`src/rtl/bpag_pkg.sv`:
```
// ============================================================================
// Block pack address generator package
// Shared types, codes and helpers for the strided 3D block address generator.
// ============================================================================
package bpag_pkg;

    localparam int unsigned MAX_GRID  = 256;
    localparam int unsigned MAX_WORDS = 4;

    localparam int unsigned ADDR_W  = 5;
    localparam int unsigned DATA_W  = 32;
    localparam int unsigned INDEX_W = 26;
    localparam int unsigned GRID_W  = 9;
    localparam int unsigned START_W = 8;
    localparam int unsigned CNT_W   = 8;
    localparam int unsigned WORD_W  = 2;
    localparam int unsigned EC_W    = 3;
    localparam int unsigned PROD_W  = INDEX_W + GRID_W;

    localparam logic FUNC_LOAD = 1'b0;
    localparam logic FUNC_STEP = 1'b1;

    typedef enum logic [1:0] {
        MODE_PACK   = 2'd0,
        MODE_ROT1   = 2'd1,
        MODE_ROT2   = 2'd2,
        MODE_UNPACK = 2'd3
    } copy_mode_t;

    typedef enum logic [2:0] {
        REG_GRID_SLOW     = 3'd0,
        REG_GRID_MID      = 3'd1,
        REG_GRID_FAST     = 3'd2,
        REG_ELEMENT_COUNT = 3'd3,
        REG_COPY_MODE     = 3'd4
    } reg_index_t;

    typedef enum logic [1:0] {
        MAC_OUTER = 2'd0,
        MAC_INNER = 2'd1,
        MAC_SCALE = 2'd2
    } mac_step_t;

    typedef struct packed {
        logic               func;
        logic [START_W-1:0] start_slow;
        logic [START_W-1:0] start_mid;
        logic [START_W-1:0] start_fast;
        logic [GRID_W-1:0]  extent_slow;
        logic [GRID_W-1:0]  extent_mid;
        logic [GRID_W-1:0]  extent_fast;
    } in_item_t;

    typedef struct packed {
        logic [INDEX_W-1:0] src_index;
        logic [INDEX_W-1:0] dst_index;
        logic               last_flag;
    } out_item_t;

    typedef struct packed {
        logic [GRID_W-1:0] grid_slow;
        logic [GRID_W-1:0] grid_mid;
        logic [GRID_W-1:0] grid_fast;
        logic [EC_W-1:0]   element_count;
        copy_mode_t        copy_mode;
    } cfg_t;

    typedef struct packed {
        logic      load;
        logic      mac_en;
        logic      pack;
        mac_step_t step;
        logic      emit;
    } ctrl_cmd_t;

    typedef struct packed {
        logic active;
        logic out_free;
    } dp_status_t;

    function automatic logic [GRID_W-1:0] clamp_extent(input logic [GRID_W-1:0] v);
        logic [GRID_W-1:0] r;
        r = (v > GRID_W'(MAX_GRID)) ? GRID_W'(MAX_GRID) : v;
        return r;
    endfunction

    function automatic logic [EC_W-1:0] words_per_point(input logic [EC_W-1:0] ec);
        logic [EC_W-1:0] r;
        if (ec == '0)
        begin
            r = EC_W'(1);
        end
        else if (ec > EC_W'(MAX_WORDS))
        begin
            r = EC_W'(MAX_WORDS);
        end
        else
        begin
            r = ec;
        end
        return r;
    endfunction

endpackage

```
`src/rtl/bpag_regs.sv`:
```
// ============================================================================
// Block pack address generator configuration registers
// APB register file holding grid extents, words per point and copy mode.
// ============================================================================
module bpag_regs (
    input  logic                                clk,
    input  logic                                rst_n,
    input  logic                                psel,
    input  logic                                penable,
    input  logic                                pwrite,
    input  logic [bpag_pkg::ADDR_W-1:0]         paddr,
    input  logic [bpag_pkg::DATA_W-1:0]         pwdata,
    output logic [bpag_pkg::DATA_W-1:0]         prdata,
    output logic                                pready,
    output bpag_pkg::cfg_t                      cfg
);

    bpag_pkg::cfg_t         cfg_reg;
    bpag_pkg::cfg_t         cfg_next;
    bpag_pkg::reg_index_t   index;
    logic                   wr_en;

    assign index  = bpag_pkg::reg_index_t'(paddr[bpag_pkg::ADDR_W-1:2]);
    assign wr_en  = psel && penable && pwrite;
    assign pready = 1'b1;
    assign cfg    = cfg_reg;

    always_comb
    begin
        cfg_next = cfg_reg;
        if (wr_en)
        begin
            unique case (index)
                bpag_pkg::REG_GRID_SLOW:
                    cfg_next.grid_slow = pwdata[bpag_pkg::GRID_W-1:0];
                bpag_pkg::REG_GRID_MID:
                    cfg_next.grid_mid = pwdata[bpag_pkg::GRID_W-1:0];
                bpag_pkg::REG_GRID_FAST:
                    cfg_next.grid_fast = pwdata[bpag_pkg::GRID_W-1:0];
                bpag_pkg::REG_ELEMENT_COUNT:
                    cfg_next.element_count = pwdata[bpag_pkg::EC_W-1:0];
                bpag_pkg::REG_COPY_MODE:
                    cfg_next.copy_mode = bpag_pkg::copy_mode_t'(pwdata[1:0]);
                default:
                    cfg_next = cfg_reg;
            endcase
        end
    end

    always_comb
    begin
        unique case (index)
            bpag_pkg::REG_GRID_SLOW:
                prdata = bpag_pkg::DATA_W'(cfg_reg.grid_slow);
            bpag_pkg::REG_GRID_MID:
                prdata = bpag_pkg::DATA_W'(cfg_reg.grid_mid);
            bpag_pkg::REG_GRID_FAST:
                prdata = bpag_pkg::DATA_W'(cfg_reg.grid_fast);
            bpag_pkg::REG_ELEMENT_COUNT:
                prdata = bpag_pkg::DATA_W'(cfg_reg.element_count);
            bpag_pkg::REG_COPY_MODE:
                prdata = bpag_pkg::DATA_W'(cfg_reg.copy_mode);
            default:
                prdata = '0;
        endcase
    end

    always_ff @(posedge clk or negedge rst_n)
    begin
        if (!rst_n)
        begin
            cfg_reg.grid_slow     <= bpag_pkg::GRID_W'(1);
            cfg_reg.grid_mid      <= bpag_pkg::GRID_W'(1);
            cfg_reg.grid_fast     <= bpag_pkg::GRID_W'(1);
            cfg_reg.element_count <= bpag_pkg::EC_W'(1);
            cfg_reg.copy_mode     <= bpag_pkg::MODE_PACK;
        end
        else
        begin
            cfg_reg <= cfg_next;
        end
    end

endmodule

```
`src/rtl/bpag_ctrl.sv`:
```
// ============================================================================
// Block pack address generator controller
// Sequences request intake, six multiply-accumulate steps and result hand-off.
// ============================================================================
module bpag_ctrl (
    input  logic                    clk,
    input  logic                    rst_n,
    input  logic                    cmd_valid,
    input  logic                    cmd_func,
    output logic                    cmd_stall,
    input  bpag_pkg::dp_status_t    status,
    output bpag_pkg::ctrl_cmd_t     ctrl
);

    typedef enum logic [1:0] {
        ST_IDLE,
        ST_CALC,
        ST_WAIT
    } state_t;

    state_t                 state_reg;
    state_t                 state_next;
    bpag_pkg::mac_step_t    step_reg;
    bpag_pkg::mac_step_t    step_next;
    logic                   pack_reg;
    logic                   pack_next;
    logic                   accept;

    assign accept    = cmd_valid && (state_reg == ST_IDLE);
    assign cmd_stall = (state_reg != ST_IDLE);

    assign ctrl.load   = accept && (cmd_func == bpag_pkg::FUNC_LOAD);
    assign ctrl.mac_en = (state_reg == ST_CALC);
    assign ctrl.pack   = pack_reg;
    assign ctrl.step   = step_reg;
    assign ctrl.emit   = (state_reg == ST_WAIT) && status.out_free;

    always_comb
    begin
        state_next = state_reg;
        step_next  = step_reg;
        pack_next  = pack_reg;
        unique case (state_reg)
            ST_IDLE:
            begin
                if (accept && (cmd_func == bpag_pkg::FUNC_STEP) && status.active)
                begin
                    state_next = ST_CALC;
                    step_next  = bpag_pkg::MAC_OUTER;
                    pack_next  = 1'b0;
                end
            end
            ST_CALC:
            begin
                unique case (step_reg)
                    bpag_pkg::MAC_OUTER:
                        step_next = bpag_pkg::MAC_INNER;
                    bpag_pkg::MAC_INNER:
                        step_next = bpag_pkg::MAC_SCALE;
                    default:
                    begin
                        step_next = bpag_pkg::MAC_OUTER;
                        if (pack_reg)
                        begin
                            pack_next  = 1'b0;
                            state_next = ST_WAIT;
                        end
                        else
                        begin
                            pack_next = 1'b1;
                        end
                    end
                endcase
            end
            ST_WAIT:
            begin
                if (status.out_free)
                begin
                    state_next = ST_IDLE;
                end
            end
            default:
                state_next = ST_IDLE;
        endcase
    end

    always_ff @(posedge clk or negedge rst_n)
    begin
        if (!rst_n)
        begin
            state_reg <= ST_IDLE;
            step_reg  <= bpag_pkg::MAC_OUTER;
            pack_reg  <= 1'b0;
        end
        else
        begin
            state_reg <= state_next;
            step_reg  <= step_next;
            pack_reg  <= pack_next;
        end
    end

endmodule

```
`src/rtl/bpag_datapath.sv`:
```
// ============================================================================
// Block pack address generator datapath
// Block descriptor, walk counters, shared multiply-accumulate and result stage.
// ============================================================================
module bpag_datapath (
    input  logic                    clk,
    input  logic                    rst_n,
    input  bpag_pkg::cfg_t          cfg,
    input  bpag_pkg::in_item_t      cmd,
    input  bpag_pkg::ctrl_cmd_t     ctrl,
    output bpag_pkg::dp_status_t    status,
    output logic                    rsp_valid,
    input  logic                    rsp_stall,
    output bpag_pkg::out_item_t     rsp
);

    logic [bpag_pkg::START_W-1:0]   start_slow_reg;
    logic [bpag_pkg::START_W-1:0]   start_mid_reg;
    logic [bpag_pkg::START_W-1:0]   start_fast_reg;
    logic [bpag_pkg::GRID_W-1:0]    ext_slow_reg;
    logic [bpag_pkg::GRID_W-1:0]    ext_mid_reg;
    logic [bpag_pkg::GRID_W-1:0]    ext_fast_reg;
    logic                           active_reg;
    logic [bpag_pkg::CNT_W-1:0]     s_reg;
    logic [bpag_pkg::CNT_W-1:0]     m_reg;
    logic [bpag_pkg::CNT_W-1:0]     f_reg;
    logic [bpag_pkg::WORD_W-1:0]    e_reg;
    logic [bpag_pkg::INDEX_W-1:0]   acc_reg;
    logic [bpag_pkg::INDEX_W-1:0]   acc_next;
    logic [bpag_pkg::INDEX_W-1:0]   grid_reg;
    logic                           out_valid_reg;
    bpag_pkg::out_item_t            out_reg;

    logic [bpag_pkg::GRID_W-1:0]    ld_slow;
    logic [bpag_pkg::GRID_W-1:0]    ld_mid;
    logic [bpag_pkg::GRID_W-1:0]    ld_fast;
    logic [bpag_pkg::EC_W-1:0]      words;
    logic [bpag_pkg::GRID_W-1:0]    a2;
    logic [bpag_pkg::GRID_W-1:0]    a1;
    logic [bpag_pkg::GRID_W-1:0]    a0;
    logic [bpag_pkg::GRID_W-1:0]    n2;
    logic [bpag_pkg::GRID_W-1:0]    n1;
    logic [bpag_pkg::INDEX_W-1:0]   mul_a;
    logic [bpag_pkg::GRID_W-1:0]    mul_b;
    logic [bpag_pkg::GRID_W-1:0]    addend;
    logic [bpag_pkg::PROD_W-1:0]    prod;
    logic [bpag_pkg::EC_W-1:0]      e_inc;
    logic [bpag_pkg::GRID_W-1:0]    f_inc;
    logic [bpag_pkg::GRID_W-1:0]    m_inc;
    logic [bpag_pkg::GRID_W-1:0]    s_inc;
    logic                           wrap_e;
    logic                           wrap_f;
    logic                           wrap_m;
    logic                           wrap_s;
    logic                           last;
    logic                           out_free;

    assign ld_slow = bpag_pkg::clamp_extent(cmd.extent_slow);
    assign ld_mid  = bpag_pkg::clamp_extent(cmd.extent_mid);
    assign ld_fast = bpag_pkg::clamp_extent(cmd.extent_fast);
    assign words   = bpag_pkg::words_per_point(cfg.element_count);

    assign e_inc  = {1'b0, e_reg} + bpag_pkg::EC_W'(1);
    assign f_inc  = {1'b0, f_reg} + bpag_pkg::GRID_W'(1);
    assign m_inc  = {1'b0, m_reg} + bpag_pkg::GRID_W'(1);
    assign s_inc  = {1'b0, s_reg} + bpag_pkg::GRID_W'(1);
    assign wrap_e = (e_inc >= words);
    assign wrap_f = (f_inc >= ext_fast_reg);
    assign wrap_m = (m_inc >= ext_mid_reg);
    assign wrap_s = (s_inc >= ext_slow_reg);
    assign last   = wrap_e && wrap_f && wrap_m && wrap_s;

    assign out_free        = !out_valid_reg || !rsp_stall;
    assign status.active   = active_reg;
    assign status.out_free = out_free;
    assign rsp_valid       = out_valid_reg;
    assign rsp             = out_reg;

    always_comb
    begin
        if (!ctrl.pack)
        begin
            a2 = {1'b0, start_slow_reg} + {1'b0, s_reg};
            a1 = {1'b0, start_mid_reg} + {1'b0, m_reg};
            a0 = {1'b0, start_fast_reg} + {1'b0, f_reg};
            n2 = cfg.grid_mid;
            n1 = cfg.grid_fast;
        end
        else
        begin
            unique case (cfg.copy_mode)
                bpag_pkg::MODE_ROT1:
                begin
                    a2 = {1'b0, m_reg};
                    n2 = ext_fast_reg;
                    a1 = {1'b0, f_reg};
                    n1 = ext_slow_reg;
                    a0 = {1'b0, s_reg};
                end
                bpag_pkg::MODE_ROT2:
                begin
                    a2 = {1'b0, f_reg};
                    n2 = ext_slow_reg;
                    a1 = {1'b0, s_reg};
                    n1 = ext_mid_reg;
                    a0 = {1'b0, m_reg};
                end
                bpag_pkg::MODE_PACK, bpag_pkg::MODE_UNPACK:
                begin
                    a2 = {1'b0, s_reg};
                    n2 = ext_mid_reg;
                    a1 = {1'b0, m_reg};
                    n1 = ext_fast_reg;
                    a0 = {1'b0, f_reg};
                end
            endcase
        end
    end

    always_comb
    begin
        unique case (ctrl.step)
            bpag_pkg::MAC_INNER:
            begin
                mul_a  = acc_reg;
                mul_b  = n1;
                addend = a0;
            end
            bpag_pkg::MAC_SCALE:
            begin
                mul_a  = acc_reg;
                mul_b  = bpag_pkg::GRID_W'(words);
                addend = bpag_pkg::GRID_W'(e_reg);
            end
            default:
            begin
                mul_a  = bpag_pkg::INDEX_W'(a2);
                mul_b  = n2;
                addend = a1;
            end
        endcase
    end

    assign prod     = bpag_pkg::PROD_W'(mul_a) * bpag_pkg::PROD_W'(mul_b);
    assign acc_next = prod[bpag_pkg::INDEX_W-1:0] + bpag_pkg::INDEX_W'(addend);

    always_ff @(posedge clk)
    begin
        if (ctrl.mac_en)
        begin
            acc_reg <= acc_next;
            if (!ctrl.pack && (ctrl.step == bpag_pkg::MAC_SCALE))
            begin
                grid_reg <= acc_next;
            end
        end
        if (ctrl.load)
        begin
            start_slow_reg <= cmd.start_slow;
            start_mid_reg  <= cmd.start_mid;
            start_fast_reg <= cmd.start_fast;
        end
        if (ctrl.emit)
        begin
            if (cfg.copy_mode == bpag_pkg::MODE_UNPACK)
            begin
                out_reg.src_index <= acc_reg;
                out_reg.dst_index <= grid_reg;
            end
            else
            begin
                out_reg.src_index <= grid_reg;
                out_reg.dst_index <= acc_reg;
            end
            out_reg.last_flag <= last;
        end
    end

    always_ff @(posedge clk or negedge rst_n)
    begin
        if (!rst_n)
        begin
            active_reg    <= 1'b0;
            ext_slow_reg  <= '0;
            ext_mid_reg   <= '0;
            ext_fast_reg  <= '0;
            s_reg         <= '0;
            m_reg         <= '0;
            f_reg         <= '0;
            e_reg         <= '0;
            out_valid_reg <= 1'b0;
        end
        else
        begin
            if (ctrl.emit)
            begin
                out_valid_reg <= 1'b1;
            end
            else if (!rsp_stall)
            begin
                out_valid_reg <= 1'b0;
            end

            if (ctrl.load)
            begin
                ext_slow_reg <= ld_slow;
                ext_mid_reg  <= ld_mid;
                ext_fast_reg <= ld_fast;
                active_reg   <= (ld_slow != '0) && (ld_mid != '0) && (ld_fast != '0);
                s_reg        <= '0;
                m_reg        <= '0;
                f_reg        <= '0;
                e_reg        <= '0;
            end
            else if (ctrl.emit)
            begin
                if (last)
                begin
                    active_reg <= 1'b0;
                    s_reg      <= '0;
                    m_reg      <= '0;
                    f_reg      <= '0;
                    e_reg      <= '0;
                end
                else if (!wrap_e)
                begin
                    e_reg <= e_inc[bpag_pkg::WORD_W-1:0];
                end
                else
                begin
                    e_reg <= '0;
                    if (!wrap_f)
                    begin
                        f_reg <= f_inc[bpag_pkg::CNT_W-1:0];
                    end
                    else
                    begin
                        f_reg <= '0;
                        if (!wrap_m)
                        begin
                            m_reg <= m_inc[bpag_pkg::CNT_W-1:0];
                        end
                        else
                        begin
                            m_reg <= '0;
                            s_reg <= wrap_s ? '0 : s_inc[bpag_pkg::CNT_W-1:0];
                        end
                    end
                end
            end
        end
    end

endmodule

```
`src/rtl/block_pack_address_generator.sv`:
```
// ============================================================================
// Block pack address generator
// Walks a 3D sub-block and gives grid and packed word index pairs.
// ============================================================================
// Usage:
//   cmd channel: a load request (func = 0) records the block corner and
//   extents; it gives no result and cmd_stall stays low, so the next request
//   is taken in the following cycle. A step request (func = 1) on an active
//   block produces one index pair on the rsp channel; with no active block
//   it is dropped at once.
//   A step holds cmd_stall high until its pair is handed on: one shared
//   multiply-accumulate unit evaluates the grid index and the packed index
//   by Horner's rule in three steps each, then the wait state hands the
//   pair to the output register, whose valid flag drives rsp_valid.
//   The output register holds a result while rsp_stall is high; the block
//   then finishes the next step and waits with cmd_stall high until the
//   register frees.
//   Reset clears the extents, walk counters and output valid flag and sets
//   the APB registers to grid 1 x 1 x 1, one word per point, plain pack mode.
// ============================================================================
module block_pack_address_generator (
    input  logic                            clk,
    input  logic                            rst_n,
    input  logic                            psel,
    input  logic                            penable,
    input  logic                            pwrite,
    input  logic [bpag_pkg::ADDR_W-1:0]     paddr,
    input  logic [bpag_pkg::DATA_W-1:0]     pwdata,
    output logic [bpag_pkg::DATA_W-1:0]     prdata,
    output logic                            pready,
    input  logic                            cmd_valid,
    output logic                            cmd_stall,
    input  bpag_pkg::in_item_t              cmd,
    output logic                            rsp_valid,
    input  logic                            rsp_stall,
    output bpag_pkg::out_item_t             rsp
);

    bpag_pkg::cfg_t         cfg;
    bpag_pkg::ctrl_cmd_t    ctrl;
    bpag_pkg::dp_status_t   status;

    bpag_regs u_regs (
        .clk     (clk),
        .rst_n   (rst_n),
        .psel    (psel),
        .penable (penable),
        .pwrite  (pwrite),
        .paddr   (paddr),
        .pwdata  (pwdata),
        .prdata  (prdata),
        .pready  (pready),
        .cfg     (cfg)
    );

    bpag_ctrl u_ctrl (
        .clk       (clk),
        .rst_n     (rst_n),
        .cmd_valid (cmd_valid),
        .cmd_func  (cmd.func),
        .cmd_stall (cmd_stall),
        .status    (status),
        .ctrl      (ctrl)
    );

    bpag_datapath u_datapath (
        .clk       (clk),
        .rst_n     (rst_n),
        .cfg       (cfg),
        .cmd       (cmd),
        .ctrl      (ctrl),
        .status    (status),
        .rsp_valid (rsp_valid),
        .rsp_stall (rsp_stall),
        .rsp       (rsp)
    );

endmodule

```
`config.mk`:
```
export PLATFORM = sky130hd
export DESIGN_NAME = block_pack_address_generator
export DESIGN_NICKNAME = d
export VERILOG_FILES = /design/src/rtl/bpag_pkg.sv /design/src/rtl/bpag_regs.sv /design/src/rtl/bpag_ctrl.sv /design/src/rtl/bpag_datapath.sv /design/src/rtl/block_pack_address_generator.sv
export SDC_FILE = /design/constraint.sdc
export NUM_CORES = 1
export LEC_CHECK = 0
export BUFFER_PORTS_ARGS = -buffer_cell sky130_fd_sc_hd__clkbuf_2
export CELL_PAD_IN_SITES_DETAIL_PLACEMENT = 1
export CELL_PAD_IN_SITES_GLOBAL_PLACEMENT = 1
export CORE_UTILIZATION = 42
export DETAILED_ROUTE_END_ITERATION = 16
export PLACE_DENSITY = 0.77
export SLEW_MARGIN = 20
export SYNTH_ARGS = -nofsm -noshare
export SYNTH_HDL_FRONTEND = slang
export SYNTH_SLANG_ARGS = --single-unit
```
`constraint.sdc`:
```
create_clock -name clk -period 7.55 [get_ports clk]
set_clock_uncertainty 0.05 [all_clocks]
set_input_delay 1.51 -clock clk [delete_from_list [all_inputs] [get_ports clk]]
set_output_delay 1.51 -clock clk [all_outputs]
set_load 0.02 [all_outputs]
```
==> impl_metrics.yaml <==
yosys:
  yosysWarnings: 0
  synth_ff_type: "edfxtp_1"
  netlist_instances: 1790
  syn_area_mm2: 0.01803
  synth-seq-area-share_pct: 34.27
  ys_seq_elements: 221
  avgSynthCellArea_um2: 10.08
  synth_cell_types: 62
  synth_edf_count: 129
  async_flop_share_pct: 41.63
cells_and_area:
  num_antenna_cells: 0
  fin_util_pct: 49.28
  syn_to_final_growth_pct: 15.13
  final_nets: 2318
  mostFrequentLayoutCells: "inv_1, nor2_1, nand2_1, fa_1, clkbuf_2"
  layout-drive-gt1-share_pct: 20.52
  largest_register_ffs: 53
  fillers: 4656
  stdcell_area_mm2: 0.02076
  final_common_cell: "inv_1"
critical_path:
  slowest_stage: "fa_1"
  reg2reg_from: "u_datapath.s_reg[0]"
  cp_max_fo: 2
  criticalPathCategory: "reg2reg"
  critical_path_arrival_ps: 7720
  rr_endpoint: "u_datapath.acc_reg[25]"
  cp.required_ps: 7810
  crit_top_cell: "fa_1"
  critPathCaptureType: "flip-flop"
  critPathLaunchType: "flip-flop"
  reg2reg_slack_ps: 90
  ff2ff_path_depth: 30
  max_stage_delay_ps: 540
placement:
  place.gp.congestion: 0.9055
  postPlaceCellArea_mm2: 0.01960
  place_hpwl_mm: 41.07
  io_buffer_count: 134
routing:
  wl_per_cell_um: 21.28
  vias_per_cell: 5.610
  wl_mm: 53.47
  vias: 14097
  first_iter_violations: 872
  firstDrtPassIters: 5
  drtAntennaViolNets: 0
  drc_errors: 0
grt:
  grt_pass1_vias: 15527
  grt_max_degree: 79
  grt_remaining_overflow: 0
  grtUsageTotal_pct: 25.03
  antenna_found_initial: 0
  grt_pass1_wl_mm: 86.17
die:
  fp.coreArea_mm2: 0.04213
  boundaryPins: 184
  die_h_um: 209.2
  start_util_pct: 42.80
  fp.dieW_um: 209.2
  die_area_mm2: 0.04377
  rows: 75
sta:
  period_needed_ps: 7462
  finalSetupViolCount: 0
  fmax_mhz: 134.0
  rsz0062_at_grt: "yes"
  slew-limit-headroom_pct: 40.09
  maxSlewViolCount: 0
  period_share_pct: 98.83
  final.setup.tns_ps: 0
  hold_violations: 0
  worstMarginPinSlew_ps: 895.3
clocking:
  postCtsHoldBufs: 0
  ctsHtreeMaxLevel: 1
  cts_tree: "built"
  clock-sinks: 221
  numCtsBuffers: 26
  clk_latency_ps: 590
  cts_root_buf: "clkbuf_16"
  clock_path_buffers: 3
  clkTransAtPathRegs_ps: 60
hold_path:
  min_to: "u_regs.cfg[24]"
  hold_start: "u_regs.cfg[24]"
  hold_path_depth: 1
  hold_class: "reg2reg"
run_status:
  status: "completed"
flow_run:
  drv_cap: 0
-- how the worst max path moves through the flow --
stage / endpoint / slack [ps] / from / cells after the start
2_1_floorplan: u_datapath.acc_reg[25] / 330 / u_regs.cfg[1] / 31
3_3_place_gp: u_datapath.grid_reg[25] / 40 / u_datapath.s_reg[0] / 32
3_5_place_dp: u_datapath.grid_reg[25] / -70 / u_datapath.s_reg[0] / 31
4_1_cts: u_datapath.acc_reg[25] / 10 / u_datapath.s_reg[0] / 32
5_1_grt: u_datapath.grid_reg[25] / -170 / u_datapath.s_reg[0] / 30
6_report: u_datapath.acc_reg[25] / 90 / u_datapath.s_reg[0] / 30
-- cell type report --
type                       count  area, µm²  area share [%]
multi-input combinational   1315      10930           52.62
sequential                   221       6182           29.77
timing repair buffer         224       1399           6.737
tap                          539      674.4           3.248
clock buffer                  28      658.1           3.170
inverter                     167      626.9           3.019
clock inverter                19      296.5           1.428
-- critical path: cells and delay by family, from the launching register on --
kind / cells / cell delay [ps]
and+or+nand+nor: 5 / 740
DFF: 1 / 360
xor gates and xnor gates: 1 / 150
buffers and inverters: 5 / 340
adders and majority gates: 8 / 3420
AOI/OAI and AO/OA: 11 / 2120
-- cells in the mapped netlist, types with 22 or more instances --
cell type,instances,share of area [%]
xnor2_1,44,2.1
fa_1,145,16
edfxtp_1,129,21
dfrtp_1,88,12
xor2_1,27,1.3
mux2_2,89,5.6
ha_1,122,8.5
o21ai_0,98,2.7
nand3_1,78,2.2
nand3b_1,24,1.0
a22oi_1,29,1.2
nor2_1,155,3.2
clkbuf_1,66,1.4
a21oi_1,83,2.3
nand2b_1,24,0.83
inv_1,166,3.5
nand2_1,154,3.2
a21o_1,22,0.92
buf_4,24,1.0
-- per-layer routing --
metal	GRT usage, %	part of all wire [%]	vias to the layer above
met3	2.660	4.5	94
li1	-	-	6423
met5	0	0	-
met2	42.74	49	357
met1	33.61	44	7223
met4	7.252	2.6	0
-- cells by family (layout without fill, tap and decap cells) --
| family | Yosys count | count (layout) | share of synthesized area [%] |
|---|---|---|---|
| muxes | 110 | 110 | 6.861 |
| xor gates and xnor gates | 72 | 72 | 3.573 |
| other | 2 | 24 | 0.04164 |
| and+or+nand+nor | 517 | 517 | 13.16 |
| adders and majority gates | 267 | 267 | 24.56 |
| DFF | 221 | 221 | 34.27 |
| AOI/OAI and AO/OA | 325 | 325 | 11.25 |
| buffers and inverters | 276 | 438 | 6.279 |
-- stage by stage --
stage | setup WS (ps) | hold WS (ps) | instances
6_report | 88.45 | 457.2 | 2513
5_1_grt | -172.6 | 483.6 | 2513
4_1_cts | 13.99 | 462.0 | 2503
3_5_place_dp | -68.11 | 448.0 | 2454
3_3_place_gp | 39.10 | 436.1 | 2454
2_1_floorplan | 332.8 | 424.7 | 1812
-- timing repair --
item / in CTS / in global routing
pin swaps: 4 / 31
cloned: 0 / 0
resized for setup: 2 / 34
setup endpoints to repair: 4 / 22
setup buffers: 2 / 10
Power is left out: the tool's default activity adds up to more than one toggle a clock period on the data nets, which glitch-free logic cannot reach.
